<file path="src/sv/pli_pkg.sv">
// ----------------------------------------------------------------------------
// pli_pkg: shared types and constants of the piecewise linear interpolator
// Field widths, stream packing sizes, action codes and the request/response
// structs passed between the controller and the serial multiply/divide unit.
// ----------------------------------------------------------------------------
package pli_pkg;

  // field widths
  localparam int unsigned XW   = 16;  // breakpoint / query x, unsigned
  localparam int unsigned YW   = 16;  // breakpoint y and result, signed
  localparam int unsigned IDX_W = 4;  // entry index and segment
  localparam int unsigned PC_W = 5;   // point count register

  localparam int unsigned MAX_POINTS_DEF = 16;

  localparam logic [PC_W-1:0] PC_RESET   = PC_W'(2);
  localparam logic [PC_W-1:0] MIN_POINTS = PC_W'(2);

  // product of |dy| and |dx|, also the quotient width
  localparam int unsigned PROD_W = XW + YW;

  // stream data widths, padded to whole bytes
  localparam int unsigned IN_DATA_W  = ((IDX_W + XW + YW + 7) / 8) * 8;
  localparam int unsigned OUT_DATA_W = ((YW + IDX_W + 7) / 8) * 8;

  typedef enum logic {
    ACT_WRITE = 1'b0,
    ACT_EVAL  = 1'b1
  } action_e;

  // request to the serial multiply/divide unit: (mcand * mplier) / divisor
  typedef struct packed {
    logic          start;
    logic [YW-1:0] mcand;
    logic [XW-1:0] mplier;
    logic [XW-1:0] divisor;
  } md_req_t;

  typedef struct packed {
    logic              done;
    logic [PROD_W-1:0] quot;
  } md_rsp_t;

endpackage

</file>
<file path="src/sv/pli_table.sv">
// ----------------------------------------------------------------------------
// pli_table: breakpoint store
// One write port and one read port with registered read data; each entry
// holds a breakpoint x and its y.
// ----------------------------------------------------------------------------
module pli_table import pli_pkg::*; #(
  parameter int unsigned MAX_POINTS = MAX_POINTS_DEF,
  localparam int unsigned AW = $clog2(MAX_POINTS)
) (
  input  logic          clk_i,
  input  logic          we_i,
  input  logic [AW-1:0] waddr_i,
  input  logic [XW-1:0] wx_i,
  input  logic [YW-1:0] wy_i,
  input  logic [AW-1:0] raddr_i,
  output logic [XW-1:0] rx_o,
  output logic [YW-1:0] ry_o
);

  logic [XW+YW-1:0] mem_q [MAX_POINTS];
  logic [XW+YW-1:0] rd_q;

  // write port
  always_ff @(posedge clk_i) begin
    if (we_i) begin
      mem_q[waddr_i] <= {wy_i, wx_i};
    end
  end

  // registered read port
  always_ff @(posedge clk_i) begin
    rd_q <= mem_q[raddr_i];
  end

  assign rx_o = rd_q[XW-1:0];
  assign ry_o = rd_q[XW+YW-1:XW];

endmodule

</file>
<file path="src/sv/pli_muldiv.sv">
// ----------------------------------------------------------------------------
// pli_muldiv: bit-serial multiply then divide
// Shift-and-add multiply, one multiplier bit per cycle, followed by a
// restoring divide, one quotient bit per cycle, in the same shift register.
// ----------------------------------------------------------------------------
module pli_muldiv import pli_pkg::*; (
  input  logic    clk_i,
  input  logic    rst_ni,
  input  md_req_t req_i,
  output md_rsp_t rsp_o
);

  localparam int unsigned CNT_W = $clog2(PROD_W);

  typedef enum logic [1:0] {
    MD_IDLE,
    MD_MUL,
    MD_DIV
  } md_state_e;

  md_state_e         state_q, state_d;
  logic [CNT_W-1:0]  cnt_q, cnt_d;
  logic [PROD_W-1:0] acc_q, acc_d;
  logic [YW-1:0]     mcand_q, mcand_d;
  logic [XW-1:0]     dvsr_q, dvsr_d;
  logic [XW-1:0]     rem_q, rem_d;
  logic              done_q, done_d;

  logic [YW:0]       psum;
  logic [XW:0]       rshift;
  logic [XW:0]       trial;

  // one multiply step and one divide step
  always_comb begin
    psum   = {1'b0, acc_q[PROD_W-1:XW]} + (acc_q[0] ? {1'b0, mcand_q} : '0);
    rshift = {rem_q, acc_q[PROD_W-1]};
    trial  = rshift - {1'b0, dvsr_q};
  end

  // sequencing
  always_comb begin
    state_d = state_q;
    cnt_d   = cnt_q;
    acc_d   = acc_q;
    mcand_d = mcand_q;
    dvsr_d  = dvsr_q;
    rem_d   = rem_q;
    done_d  = 1'b0;
    case (state_q)
      MD_IDLE: begin
        if (req_i.start) begin
          acc_d   = {{YW{1'b0}}, req_i.mplier};
          mcand_d = req_i.mcand;
          dvsr_d  = req_i.divisor;
          cnt_d   = CNT_W'(XW - 1);
          state_d = MD_MUL;
        end
      end
      MD_MUL: begin
        acc_d = {psum, acc_q[XW-1:1]};
        if (cnt_q == '0) begin
          cnt_d   = CNT_W'(PROD_W - 1);
          rem_d   = '0;
          state_d = MD_DIV;
        end else begin
          cnt_d = cnt_q - 1'b1;
        end
      end
      MD_DIV: begin
        // borrow clear: partial remainder covers the divisor
        if (!trial[XW]) begin
          rem_d = trial[XW-1:0];
          acc_d = {acc_q[PROD_W-2:0], 1'b1};
        end else begin
          rem_d = rshift[XW-1:0];
          acc_d = {acc_q[PROD_W-2:0], 1'b0};
        end
        if (cnt_q == '0) begin
          done_d  = 1'b1;
          state_d = MD_IDLE;
        end else begin
          cnt_d = cnt_q - 1'b1;
        end
      end
      default: state_d = MD_IDLE;
    endcase
  end

  always_ff @(posedge clk_i or negedge rst_ni) begin
    if (!rst_ni) begin
      state_q <= MD_IDLE;
      done_q  <= 1'b0;
      cnt_q   <= '0;
    end else begin
      state_q <= state_d;
      done_q  <= done_d;
      cnt_q   <= cnt_d;
    end
  end

  // datapath registers
  always_ff @(posedge clk_i) begin
    acc_q   <= acc_d;
    mcand_q <= mcand_d;
    dvsr_q  <= dvsr_d;
    rem_q   <= rem_d;
  end

  assign rsp_o.done = done_q;
  assign rsp_o.quot = acc_q;

endmodule

</file>
<file path="src/sv/piecewise_linear_interpolator.sv">
// ----------------------------------------------------------------------------
// piecewise_linear_interpolator: breakpoint table with linear interpolation
// Loads breakpoints by write transfers and answers query transfers with the
// interpolated or extrapolated y of the segment that holds the query x.
// ----------------------------------------------------------------------------
// Usage
//   Input stream: s_tuser_i selects write (0) or query (1). A write transfer
//   stores sample_x/sample_y at entry_index and gives no result.
//   A query transfer gives exactly one result on the output stream.
//   cfg_we_i/cfg_wdata_i set the number of breakpoints in use (2 after
//   reset); write it only while no query is in flight.
//   A query, from input transfer to result offered, scans the breakpoints
//   one at a time (segment index + 1 of them; only the first for a query at
//   or below the first point), makes two table reads, then runs the
//   bit-serial multiply and the restoring divide in the serial multiply/
//   divide unit, and ends in control and output. A segment whose x
//   endpoints are equal skips the arithmetic. The next transfer can be
//   taken in the same cycle in which the result is first offered.
//   One query is worked on at a time; s_tready_o is high whenever the block
//   is free, also while a finished result still waits in the output register.
//   When the receiver stalls, the result holds in that register and a second
//   finished result waits inside until it drains.
//   Reset clears the control state and sets the point count to 2; table
//   contents are undefined until written.
// ----------------------------------------------------------------------------
module piecewise_linear_interpolator import pli_pkg::*; #(
  parameter int unsigned MAX_POINTS = MAX_POINTS_DEF  // 2 .. 16
) (
  input  logic                  clk_i,
  input  logic                  rst_ni,
  // configuration: point count
  input  logic                  cfg_we_i,
  input  logic [PC_W-1:0]       cfg_wdata_i,
  // input stream
  input  logic                  s_tvalid_i,
  output logic                  s_tready_o,
  input  logic [IN_DATA_W-1:0]  s_tdata_i,   // entry_index, sample_x, sample_y
  input  logic [0:0]            s_tuser_i,   // action
  // output stream
  output logic                  m_tvalid_o,
  input  logic                  m_tready_i,
  output logic [OUT_DATA_W-1:0] m_tdata_o,   // value, segment
  output logic [1:0]            m_tuser_o    // saturated, zero_span
);

  localparam int unsigned AW = $clog2(MAX_POINTS);
  localparam int unsigned SW = PROD_W + 2;
  localparam logic [PC_W-1:0] N_MAX = PC_W'(MAX_POINTS);
  localparam logic signed [SW-1:0] Y_MAX_EXT =
    $signed({{(SW-YW){1'b0}}, 1'b0, {(YW-1){1'b1}}});
  localparam logic signed [SW-1:0] Y_MIN_EXT =
    $signed({{(SW-YW){1'b1}}, 1'b1, {(YW-1){1'b0}}});

  typedef enum logic [2:0] {
    ST_IDLE,
    ST_SCAN,
    ST_RD_HI,
    ST_RD_LO,
    ST_WAIT,
    ST_DONE
  } state_e;

  state_e            state_q, state_d;
  logic [PC_W-1:0]   pc_q, pc_d;
  logic [AW-1:0]     hi_q, hi_d;
  logic [XW-1:0]     x_q, x_d;
  logic [XW-1:0]     xh_q, xh_d;
  logic [YW-1:0]     yh_q, yh_d;
  logic [YW-1:0]     yl_q, yl_d;
  logic              neg_q, neg_d;
  logic [YW-1:0]     res_q, res_d;
  logic              sat_q, sat_d;
  logic              zspan_q, zspan_d;
  logic              m_valid_q, m_valid_d;
  logic [YW-1:0]     m_value_q, m_value_d;
  logic [IDX_W-1:0]  m_seg_q, m_seg_d;
  logic              m_sat_q, m_sat_d;
  logic              m_zspan_q, m_zspan_d;

  // input fields
  action_e           in_action;
  logic [IDX_W-1:0]  in_idx;
  logic [XW-1:0]     in_x;
  logic [YW-1:0]     in_y;
  logic              in_xfer;

  // table ports
  logic              tbl_we;
  logic [AW-1:0]     tbl_raddr;
  logic [XW-1:0]     rd_x;
  logic [YW-1:0]     rd_y;

  // scan and segment arithmetic
  logic [PC_W-1:0]   n_eff;
  logic              advance;
  logic [AW-1:0]     hi_fix;
  logic [XW:0]       dx, span, ndx, nspan;
  logic [YW:0]       dy, ndy;
  logic              out_free;
  logic signed [SW-1:0] yl_ext, q_ext, sum;

  md_req_t           md_req;
  md_rsp_t           md_rsp;

  assign in_action = action_e'(s_tuser_i[0]);
  assign in_idx    = s_tdata_i[IDX_W-1:0];
  assign in_x      = s_tdata_i[IDX_W +: XW];
  assign in_y      = s_tdata_i[IDX_W+XW +: YW];

  assign s_tready_o = (state_q == ST_IDLE);
  assign in_xfer    = s_tvalid_i && s_tready_o;
  assign tbl_we     = in_xfer && (in_action == ACT_WRITE) && ({1'b0, in_idx} < N_MAX);

  pli_table #(
    .MAX_POINTS (MAX_POINTS)
  ) u_table (
    .clk_i   (clk_i),
    .we_i    (tbl_we),
    .waddr_i (in_idx[AW-1:0]),
    .wx_i    (in_x),
    .wy_i    (in_y),
    .raddr_i (tbl_raddr),
    .rx_o    (rd_x),
    .ry_o    (rd_y)
  );

  pli_muldiv u_muldiv (
    .clk_i  (clk_i),
    .rst_ni (rst_ni),
    .req_i  (md_req),
    .rsp_o  (md_rsp)
  );

  // point count clamped to the range MIN_POINTS .. table size
  always_comb begin
    if (pc_q < MIN_POINTS) begin
      n_eff = MIN_POINTS;
    end else if (pc_q > N_MAX) begin
      n_eff = N_MAX;
    end else begin
      n_eff = pc_q;
    end
  end

  // scan step: rd holds entry hi_q while in the scan state
  assign advance = ((PC_W'(hi_q) + PC_W'(1)) < n_eff) && (x_q > rd_x);
  assign hi_fix  = (hi_q == '0) ? AW'(1) : hi_q;

  // segment differences; rd holds the lower breakpoint in ST_RD_LO
  always_comb begin
    dx    = {1'b0, x_q} - {1'b0, rd_x};
    span  = {1'b0, xh_q} - {1'b0, rd_x};
    dy    = {yh_q[YW-1], yh_q} - {rd_y[YW-1], rd_y};
    ndx   = -dx;
    nspan = -span;
    ndy   = -dy;
  end

  // signed result of the quotient, before saturation
  always_comb begin
    yl_ext = $signed({{(SW-YW){yl_q[YW-1]}}, yl_q});
    q_ext  = $signed({2'b00, md_rsp.quot});
    sum    = neg_q ? (yl_ext - q_ext) : (yl_ext + q_ext);
  end

  assign out_free = !m_valid_q || m_tready_i;

  // control and datapath next state
  always_comb begin
    state_d   = state_q;
    pc_d      = cfg_we_i ? cfg_wdata_i : pc_q;
    hi_d      = hi_q;
    x_d       = x_q;
    xh_d      = xh_q;
    yh_d      = yh_q;
    yl_d      = yl_q;
    neg_d     = neg_q;
    res_d     = res_q;
    sat_d     = sat_q;
    zspan_d   = zspan_q;
    m_valid_d = m_valid_q && !m_tready_i;
    m_value_d = m_value_q;
    m_seg_d   = m_seg_q;
    m_sat_d   = m_sat_q;
    m_zspan_d = m_zspan_q;
    tbl_raddr = hi_q;
    md_req    = '0;
    case (state_q)
      ST_IDLE: begin
        tbl_raddr = '0;
        if (in_xfer && (in_action == ACT_EVAL)) begin
          x_d     = in_x;
          hi_d    = '0;
          state_d = ST_SCAN;
        end
      end
      ST_SCAN: begin
        if (advance) begin
          hi_d      = hi_q + 1'b1;
          tbl_raddr = hi_q + 1'b1;
        end else begin
          hi_d      = hi_fix;
          tbl_raddr = hi_fix;
          state_d   = ST_RD_HI;
        end
      end
      ST_RD_HI: begin
        xh_d      = rd_x;
        yh_d      = rd_y;
        tbl_raddr = hi_q - 1'b1;
        state_d   = ST_RD_LO;
      end
      ST_RD_LO: begin
        yl_d = rd_y;
        if (span == '0) begin
          // equal x endpoints: y_low, no arithmetic
          res_d   = rd_y;
          sat_d   = 1'b0;
          zspan_d = 1'b1;
          state_d = ST_DONE;
        end else begin
          md_req.start   = 1'b1;
          md_req.mcand   = dy[YW] ? ndy[YW-1:0] : dy[YW-1:0];
          md_req.mplier  = dx[XW] ? ndx[XW-1:0] : dx[XW-1:0];
          md_req.divisor = span[XW] ? nspan[XW-1:0] : span[XW-1:0];
          neg_d          = dx[XW] ^ dy[YW] ^ span[XW];
          zspan_d        = 1'b0;
          state_d        = ST_WAIT;
        end
      end
      ST_WAIT: begin
        if (md_rsp.done) begin
          if (sum > Y_MAX_EXT) begin
            res_d = Y_MAX_EXT[YW-1:0];
            sat_d = 1'b1;
          end else if (sum < Y_MIN_EXT) begin
            res_d = Y_MIN_EXT[YW-1:0];
            sat_d = 1'b1;
          end else begin
            res_d = sum[YW-1:0];
            sat_d = 1'b0;
          end
          state_d = ST_DONE;
        end
      end
      ST_DONE: begin
        if (out_free) begin
          m_valid_d = 1'b1;
          m_value_d = res_q;
          m_seg_d   = IDX_W'(hi_q);
          m_sat_d   = sat_q;
          m_zspan_d = zspan_q;
          state_d   = ST_IDLE;
        end
      end
      default: state_d = ST_IDLE;
    endcase
  end

  // state, point count and output valid
  always_ff @(posedge clk_i or negedge rst_ni) begin
    if (!rst_ni) begin
      state_q   <= ST_IDLE;
      pc_q      <= PC_RESET;
      m_valid_q <= 1'b0;
    end else begin
      state_q   <= state_d;
      pc_q      <= pc_d;
      m_valid_q <= m_valid_d;
    end
  end

  // payload registers
  always_ff @(posedge clk_i) begin
    hi_q      <= hi_d;
    x_q       <= x_d;
    xh_q      <= xh_d;
    yh_q      <= yh_d;
    yl_q      <= yl_d;
    neg_q     <= neg_d;
    res_q     <= res_d;
    sat_q     <= sat_d;
    zspan_q   <= zspan_d;
    m_value_q <= m_value_d;
    m_seg_q   <= m_seg_d;
    m_sat_q   <= m_sat_d;
    m_zspan_q <= m_zspan_d;
  end

  assign m_tvalid_o = m_valid_q;
  assign m_tdata_o  = OUT_DATA_W'({m_seg_q, m_value_q});
  assign m_tuser_o  = {m_zspan_q, m_sat_q};

endmodule

</file>
<file path="config.mk">
export PLATFORM = sky130hd
export DESIGN_NAME = piecewise_linear_interpolator
export DESIGN_NICKNAME = d
export VERILOG_FILES = /design/src/sv/pli_pkg.sv /design/src/sv/pli_table.sv /design/src/sv/pli_muldiv.sv /design/src/sv/piecewise_linear_interpolator.sv
export SDC_FILE = /design/constraint.sdc
export NUM_CORES = 1
export LEC_CHECK = 0
export ABC_AREA = 1
export BUFFER_PORTS_ARGS = -buffer_cell sky130_fd_sc_hd__buf_2
export CAP_MARGIN = 20
export CELL_PAD_IN_SITES_DETAIL_PLACEMENT = 1
export CELL_PAD_IN_SITES_GLOBAL_PLACEMENT = 1
export CORE_MARGIN = 2
export CORE_UTILIZATION = 48
export DETAILED_ROUTE_END_ITERATION = 8
export HOLD_SLACK_MARGIN = 0.08
export PLACE_DENSITY_LB_ADDON = 0.1
export SYNTH_ARGS = -nofsm -noshare
export SYNTH_HDL_FRONTEND = slang
export SYNTH_HIERARCHICAL = 1
export SYNTH_SLANG_ARGS = --single-unit
</file>
<file path="constraint.sdc">
create_clock -name clk_i -period 5.7 [get_ports clk_i]
set_input_delay 0.57 -clock clk_i [delete_from_list [all_inputs] [get_ports clk_i]]
set_output_delay 0.57 -clock clk_i [all_outputs]
set_load 0.005 [all_outputs]
</file>
==> impl_results.md, run 1 <==
- Syn-to-layout area delta: 10.6%
- Worst setup EP type: flop
- Adder-cell share of the synthesized area: 4.27%
- CP arrival: 5.20 ns
- CTS tree: done
- Post-synth top flop: edfxtp_1
- FF+latch count, synth: 750
- Net switching power: 0.00238 W
- Number of global-route vias before repair: 32,300
- Layout net count: 4,926
- Share of layout cells above drive strength 1: 6.80%
- 1st-pass router iterations: 5
- CTS Sinks: 750
- DRC viols: 0
- VDD IR max: 408 uV
- Reg2Reg Setup Slack: 0.89 ns
- Setup-failing EPs final: 0
- Htree depth: 3
- Placed Cells incl. Taps: 5,787
- Post-route ant nets: 0
- Core Rows: 106
- Setup CP Type: reg -> reg
- Post-synthesis mux area share: 0.0277%
- Routability cong.: 0.874
- GRT overflow: 0
- Outcome: completed
- Clock Tree Buf Depth: 3
- Mapped Cells: 4,682
- Combinational Power Share: 0.8%
- Syn_area_per_cell: 8.68 sq um
- FF-to-FF End: res_q[3]
- Combined area of the multi-input logic cells: 0.0147 sq mm
- Hold EP: pc_q[3]
- Largest family of logic cells by synthesized area: simple AND/OR/NAND/NOR gates
- Slew Limit Fails: 0
- Xor and xnor area share after synthesis: 2.61%
- CP required: 6.10 ns
- Post-synth EDFFs: 701
- Commonest non-fill, non-tap cell in the layout: nand2_1
- Die height: 295 um
- First-pass GRT wire length: 180,000 um
- Largest net degree at the start of global routing: 134
- CORE AREA: 0.0837 sq mm
- Sequential cell area fraction in the yosys report: 54.4%
- Final core occ: 53.7%
- Clk pin slew, worst setup/hold paths: 0.06 ns
- Total GRT Usage: 26.9%
- Switching Fraction: 20.5%
- CTS resizes: 0
- Max Cap Viol: 0
- Min-Delay Path Depth: 3
- WL/cell: 19.6 um
- Vias per std cell: 5.28
- PwrDens: 258 mW/mm^2
- R2r worst-path depth: 29
- Skew-Pair Late Insertion Delay: 0.67 ns
- Final wirelength: 116,000 um
- Crit Path Max Fanout: 16
- Register Area: 0.0221 sq mm
- Worst-case hold slack: 0.132 ns
- RSZ-0062 raised after global routing: false
- Synth Area in Compound Gates: 3.36%
- Hold Crit Class: in -> reg
- Fin. Hold Viols: 0
- # IOs: 79
- Int Pwr: 0.00923 W
- Clock Power Share: 47.5%
- CTS Hold Bufs: 1
- Hold_sp: cfg_wdata_i[3]
- Via count: 31,400
- Initial DRC count: 1,995
- Max Clock Skew: 0.0570 ns
- Fin cells: 5,946
- Slew margin rel.: 26.6%
- Post-synthesis cell area: 0.0406 sq mm
- PortBufs: 70
- Number of setup buffers added after CTS: 0
- Worst-Margin Slew: 1.10 ns
- R2r startpoint: u_muldiv/acc_q[1]
- Final worst-path cycle share: 84.3%
- TNS Setup: 0 ns
- Initial antenna violation count: 7
- Fmax achieved: 208 MHz
- Asr flop ratio synth: 2.27%
- Starting Density: 48.6%
- Synth Warn #: 6
- Critical path startpoint category: flop
- Hpwl dp: 76,000 um
- CTS buffer count: 84
- Crit path top cell by count: nand2_1
- Root Buffer: clkbuf_16
- Die Area: 0.0870 sq mm
- Pleak: 20.3 nW
- Most frequent cells in the layout: nand2_1 (1,498), inv_1 (813), edfxtp_1 (701), nand3_1 (526), nor2_1 (277)
- Fin crit period: 4.81 ns
- CP max stage delay: 0.46 ns
- Die width: 295 um
- Simple-Gate Fraction of Synth Area: 25.4%
- Netlist cell types: 64
- Reg power frac: 51.7%
- Slowest stage cell, crit path: ha_1
- Fillcell total: 9,850
-- synthesized netlist by cell type, types with 5 or more instances --
library cell     n  area share, %
o21bai_1         7           0.13
buf_6           33           0.91
nand3_2          5           0.12
or2_2            5          0.077
buf_4           15           0.28
fa_1             6           0.30
xnor2_1         35           0.75
nand2_2         11           0.17
buf_2           48           0.59
nor3_1          29           0.36
inv_2            6          0.055
nand2_1       1498             14
dfxtp_1         32            1.6
clkbuf_1        32           0.30
nor2_1         294            2.7
ha_1           129            4.0
nor3_2           7           0.17
nand3b_1        22           0.41
nand4_1         38           0.58
o22ai_1          5          0.077
o21ai_1          6          0.074
nand3_1        527            6.5
inv_1          815            7.5
xor2_1          77            1.7
a21oi_1        141            1.7
dfrtp_1         16           0.99
buf_1           17           0.16
a21o_1           8           0.15
o21ai_0         53           0.65
edfxtp_1       701             52
-- worst max-delay path, delay by kind of cell, from the launching register on --
family,cells,cell delay [ns]
simple gates,23,3.07
fa+ha+maj,2,0.68
flops,1,0.44
buf+inv,3,0.29
xor+xnor,1,0.09
-- final cells by class --
cell class              count  share of cell area, %
diodes                      2                 0.0111
clock buffers             121                   5.39
clock inverters            35                  0.941
inverters                 825                   6.91
multi-input cells        2963                   32.6
flip-flops and latches    750                   49.2
well taps                1134                   3.16
repair buffers            116                   1.75
-- worst max path at each step --
stage | startpoint | end | cells after the start
after detailed placement | u_muldiv/acc_q[1] | res_q[3] | 29
after global routing | u_muldiv/acc_q[1] | res_q[1] | 29
after floorplan | state_q[0] | u_muldiv/cnt_q[1] | 12
after global placement | u_muldiv/acc_q[1] | res_q[7] | 29
after CTS | u_muldiv/acc_q[1] | res_q[0] | 29
final | u_muldiv/acc_q[1] | res_q[3] | 29
-- logic make-up after synthesis --
family	after synthesis
AO/OA/AOI/OAI	247
other	1
AND/OR/NAND/NOR	2459
XOR/XNOR	117
flip-flops	750
adder cells (fa/ha/maj)	135
multiplexers	1
buffers and inverters	972
-- power groups by stage --
| stage | Clock [W] | Sequential (W) | Combinational, W |
|---|---|---|---|
| floorplan | 0 | 0.00611 | 0.0000176 |
| global placement | 0 | 0.00611 | 0.0000916 |
| detailed placement | 0 | 0.00611 | 0.0000967 |
| CTS | 0.00562 | 0.00600 | 0.0000980 |
| finish | 0.00552 | 0.00600 | 0.0000959 |
| global route | 0.00581 | 0.00599 | 0.000109 |
-- through the flow --
stage	power [W]	worst slack, ns	area, sq um
6_report	0.0116	0.894	44900
5_1_grt	0.0119	0.366	44900
4_1_cts	0.0117	0.837	44900
3_5_place_dp	0.00621	0.859	42100
3_3_place_gp	0.00620	0.998	42100
2_1_floorplan	0.00613	0.913	40700
-- state kept, by name, indices dropped and copies added, names as in the netlist, 2 cells and up --
name / count
u_muldiv/acc_q: 32
u_muldiv/state_q: 2
xh_q: 16
u_muldiv/mcand_q: 16
u_muldiv/dvsr_q: 16
x_q: 16
u_muldiv/cnt_q: 5
res_q: 16
u_table/mem_q: 512
yl_q: 16
m_value_q: 16
hi_q: 4
state_q: 3
pc_q: 5
u_table/rd_q: 32
m_seg_q: 4
u_muldiv/rem_q: 16
yh_q: 16
-- per-layer routing --
metal  wire (um)  vias up  part of all wire, %  global-route usage (%)
met3        5110      224                  4.4                    4.00
met4        3400       10                  2.9                    8.71
met2       56900      664                   49                    46.2
li1            -    15100                    -                       -
met1       50900    15400                   44                    34.9
met5          57        -                0.049                       0
(Power assumes the default switching activity.)
==> inputs of run 2 (changes only) <==
ABC_AREA = 0   (was 1)
clock period = 4.9 ns   (was 5.7 ns; I/O delays follow)
==> impl_results.md, run 2 <==
- Mapped Cells: 2,645
- Initial DRC count: 1,712
- Fin. Hold Viols: 0
- Skew-Pair Late Insertion Delay: 0.65 ns
- Initial antenna violation count: 8
- CTS buffer count: 81
- Fin crit period: 5.08 ns
- Syn-to-layout area delta: 18.2%
- WL/cell: 24.7 um
- CTS tree: done
- Clock Tree Buf Depth: 3
- Crit Path Max Fanout: 5
- Worst-case hold slack: 0.114 ns
- Asr flop ratio synth: 2.27%
- Slowest stage cell, crit path: or4_4
- PortBufs: 70
- Post-route ant nets: 0
- Post-synth EDFFs: 701
- Setup CP Type: reg -> reg
- Routability cong.: 0.856
- Largest regs: u_table/mem_q: 512 flops, u_muldiv/acc_q: 32 flops, u_table/rd_q: 32 flops
- Max Clock Skew: 0.0530 ns
- Share of layout cells above drive strength 1: 23.8%
- Largest register FFs: 512
- CP arrival: 5.43 ns
- Placed Cells incl. Taps: 3,819
- Starting Density: 48.3%
- Total GRT Usage: 25.4%
- Final wirelength: 98,700 um
- Slew margin rel.: 39.7%
- Worst-Margin Slew: 0.905 ns
- Syn_area_per_cell: 13.8 sq um
- Final worst-path cycle share: 104%
- CORE AREA: 0.0757 sq mm
- Yosys top cell area share: 57.6%
- Fin cells: 3,992
- First-pass GRT wire length: 152,000 um
- Via count: 23,800
- Crit-path leading delay family: simple AND/OR/NAND/NOR gates
- Synth Warn #: 6
- Hold Crit Class: in -> reg
- Setup WS post-layout: -0.175 ns
- Critical path startpoint category: flop
- Sequential cell area fraction in the yosys report: 60.5%
- Hpwl dp: 66,600 um
- FF+latch count, synth: 750
- Outcome: complete, but fails checks
- Number of global-route vias before repair: 25,400
- Max Cap Viol: 0
- Netlist cell types: 105
- Htree depth: 3
- # IOs: 79
- Fillcell total: 7,340
- CP required: 5.25 ns
- CTS Sinks: 750
- Final core occ: 57.1%
- Most frequent cells in the layout: edfxtp_1 (701), buf_4 (217), nor2_1 (181), nand2_1 (156), mux4_2 (128)
- Die height: 280 um
- Die width: 280 um
- CP max stage delay: 0.56 ns
- Post-synth top flop: edfxtp_1
- Layout net count: 3,131
- Worst setup EP type: flop
- DRC viols: 0
- Most numerous cell in the Yosys netlist: edfxtp_1
- Biggest register: u_table/mem_q
- Slew Limit Fails: 0
- Vias per std cell: 5.97
- 1st-pass router iterations: 5
- Synth area leader: edfxtp_1
- Commonest non-fill, non-tap cell in the layout: edfxtp_1
- Root Buffer: clkbuf_16
- Die Area: 0.0784 sq mm
- Largest net degree at the start of global routing: 46
- Post-synthesis cell area: 0.0366 sq mm
- Commonest cells in the netlist: edfxtp_1 (701), nor2_1 (200), nand2_1 (158)
- CP Cell Sequence: or4_4 > nor3_2 > buf_4 > nand2_2 > nor2_4 > buf_6 > a21oi_1 > xnor2_1 > ha_1 > nand4_1 > buf_4 > a22oi_2 > o2111ai_1 > nor3b_2 > or4b_1 > or4_4 > clkbuf_16 > nor4_4 > a211oi_2
- Failing checks: setup timing
- GRT overflow: 0
- RSZ-0062 raised after global routing: true
- Fmax achieved: 197 MHz
- Clk pin slew, worst setup/hold paths: 0.06 ns
- CP Buf/Inv Count: 4
- Top cells by area, synth: edfxtp_1 (58%), mux4_2 (7.9%), ha_1 (4.4%)
- Setup-failing EPs final: 16
- Core Rows: 101
-- run 2: cell types whose count changed after synthesis, moves of 27 or more --
cell and delta:
a22oi_1 +82, buf_2 -37, nand3_1 -484, nand2b_1 +32, mux4_2 +128, nand2_1 -1340, a21o_1 +29, xor2_1 -38
nor2_1 -94, xnor2_1 +75, nor2b_1 +27, inv_1 -698
-- run 2: worst paths after layout --
check | depth (start not counted) | from | slack, ns | endpoint
worst max-delay path | 19 | u_muldiv/acc_q[7] | -0.18 | res_q[8]
worst min-delay path | 2 | cfg_wdata_i[0] | 0.11 | pc_q[0]
worst max register to register | 19 | u_muldiv/acc_q[7] | -0.18 | res_q[8]
worst min register to register | 0 | res_q[5] | 0.42 | m_value_q[5]
max in group asynchronous | 2 | rst_ni | 4.21 | pc_q[1]
min in group asynchronous | 2 | rst_ni | 0.32 | u_muldiv/done_q
-- run 2: per-stage QoR --
stage               TNS, ns  setup WS [ns]  instance area [sq um]
finish                -1.93         -0.175                  43200
floorplan                 0         0.0672                  36600
CTS                  -0.980         -0.107                  42800
global route          -5.31         -0.403                  43200
detailed placement    -7.01         -0.493                  39800
global placement      -5.34         -0.376                  39800
-- run 2: cells by family (layout without fill, tap and decap cells) --
logic type	after synthesis	count (layout)	share of synthesized area [%]
AO/OA/AOI/OAI	566	566	10.7
XOR/XNOR	150	150	3.61
multiplexers	156	156	8.67
other	1	6	0.0103
flip-flops	750	750	60.5
AND/OR/NAND/NOR	661	661	8.92
adder cells (fa/ha/maj)	135	135	4.74
buffers and inverters	226	590	2.81
-- run 2: area by class of cell --
cell class / instances / area (sq um) / area share, %
sequential: 750 / 22100 / 51.2
multi-input combinational: 1672 / 14000 / 32.5
timing repair buffer: 322 / 2620 / 6.06
clock buffer: 115 / 2220 / 5.15
tap: 978 / 1220 / 2.83
clock inverter: 35 / 534 / 1.24
inverter: 118 / 443 / 1.03
antenna: 2 / 5.00 / 0.0116
-- run 2: worst register-to-register path, cell delays in order (launching register included) --
cell and delay, ns:
edfxtp_1 0.39, or4_4 0.55, nor3_2 0.11, buf_4 0.14, nand2_2 0.06, nor2_4 0.18, buf_6 0.14, a21oi_1 0.07
xnor2_1 0.14, ha_1 0.33, nand4_1 0.18, buf_4 0.20, a22oi_2 0.30, o2111ai_1 0.17, nor3b_2 0.19, or4b_1 0.51
or4_4 0.56, clkbuf_16 0.20, nor4_4 0.32, a211oi_2 0.06
-- run 2: per-layer routing --
metal	track usage [%]	part of all wire, %	up-vias
met3	3.20	4.6	147
li1	-	-	10900
met2	43.6	50	574
met4	6.86	2.1	12
met1	34.1	43	12200
met5	0	0.064	-
-- run 2: what timing repair did --
item | 4_1_cts | 5_1_grt
hold buffers | 3 | 0
gates cloned | 1 | 1
setup buffers | 7 | 9
pin swaps | 9 | 30
setup endpoints to repair | 22 | 103
resized for setup | 42 | 66
endpoints found under the hold margin | 18 | 0
Power of run 2 is not shown: default switching activity piles up to over one toggle a cycle in this logic, so the estimate is an artifact.
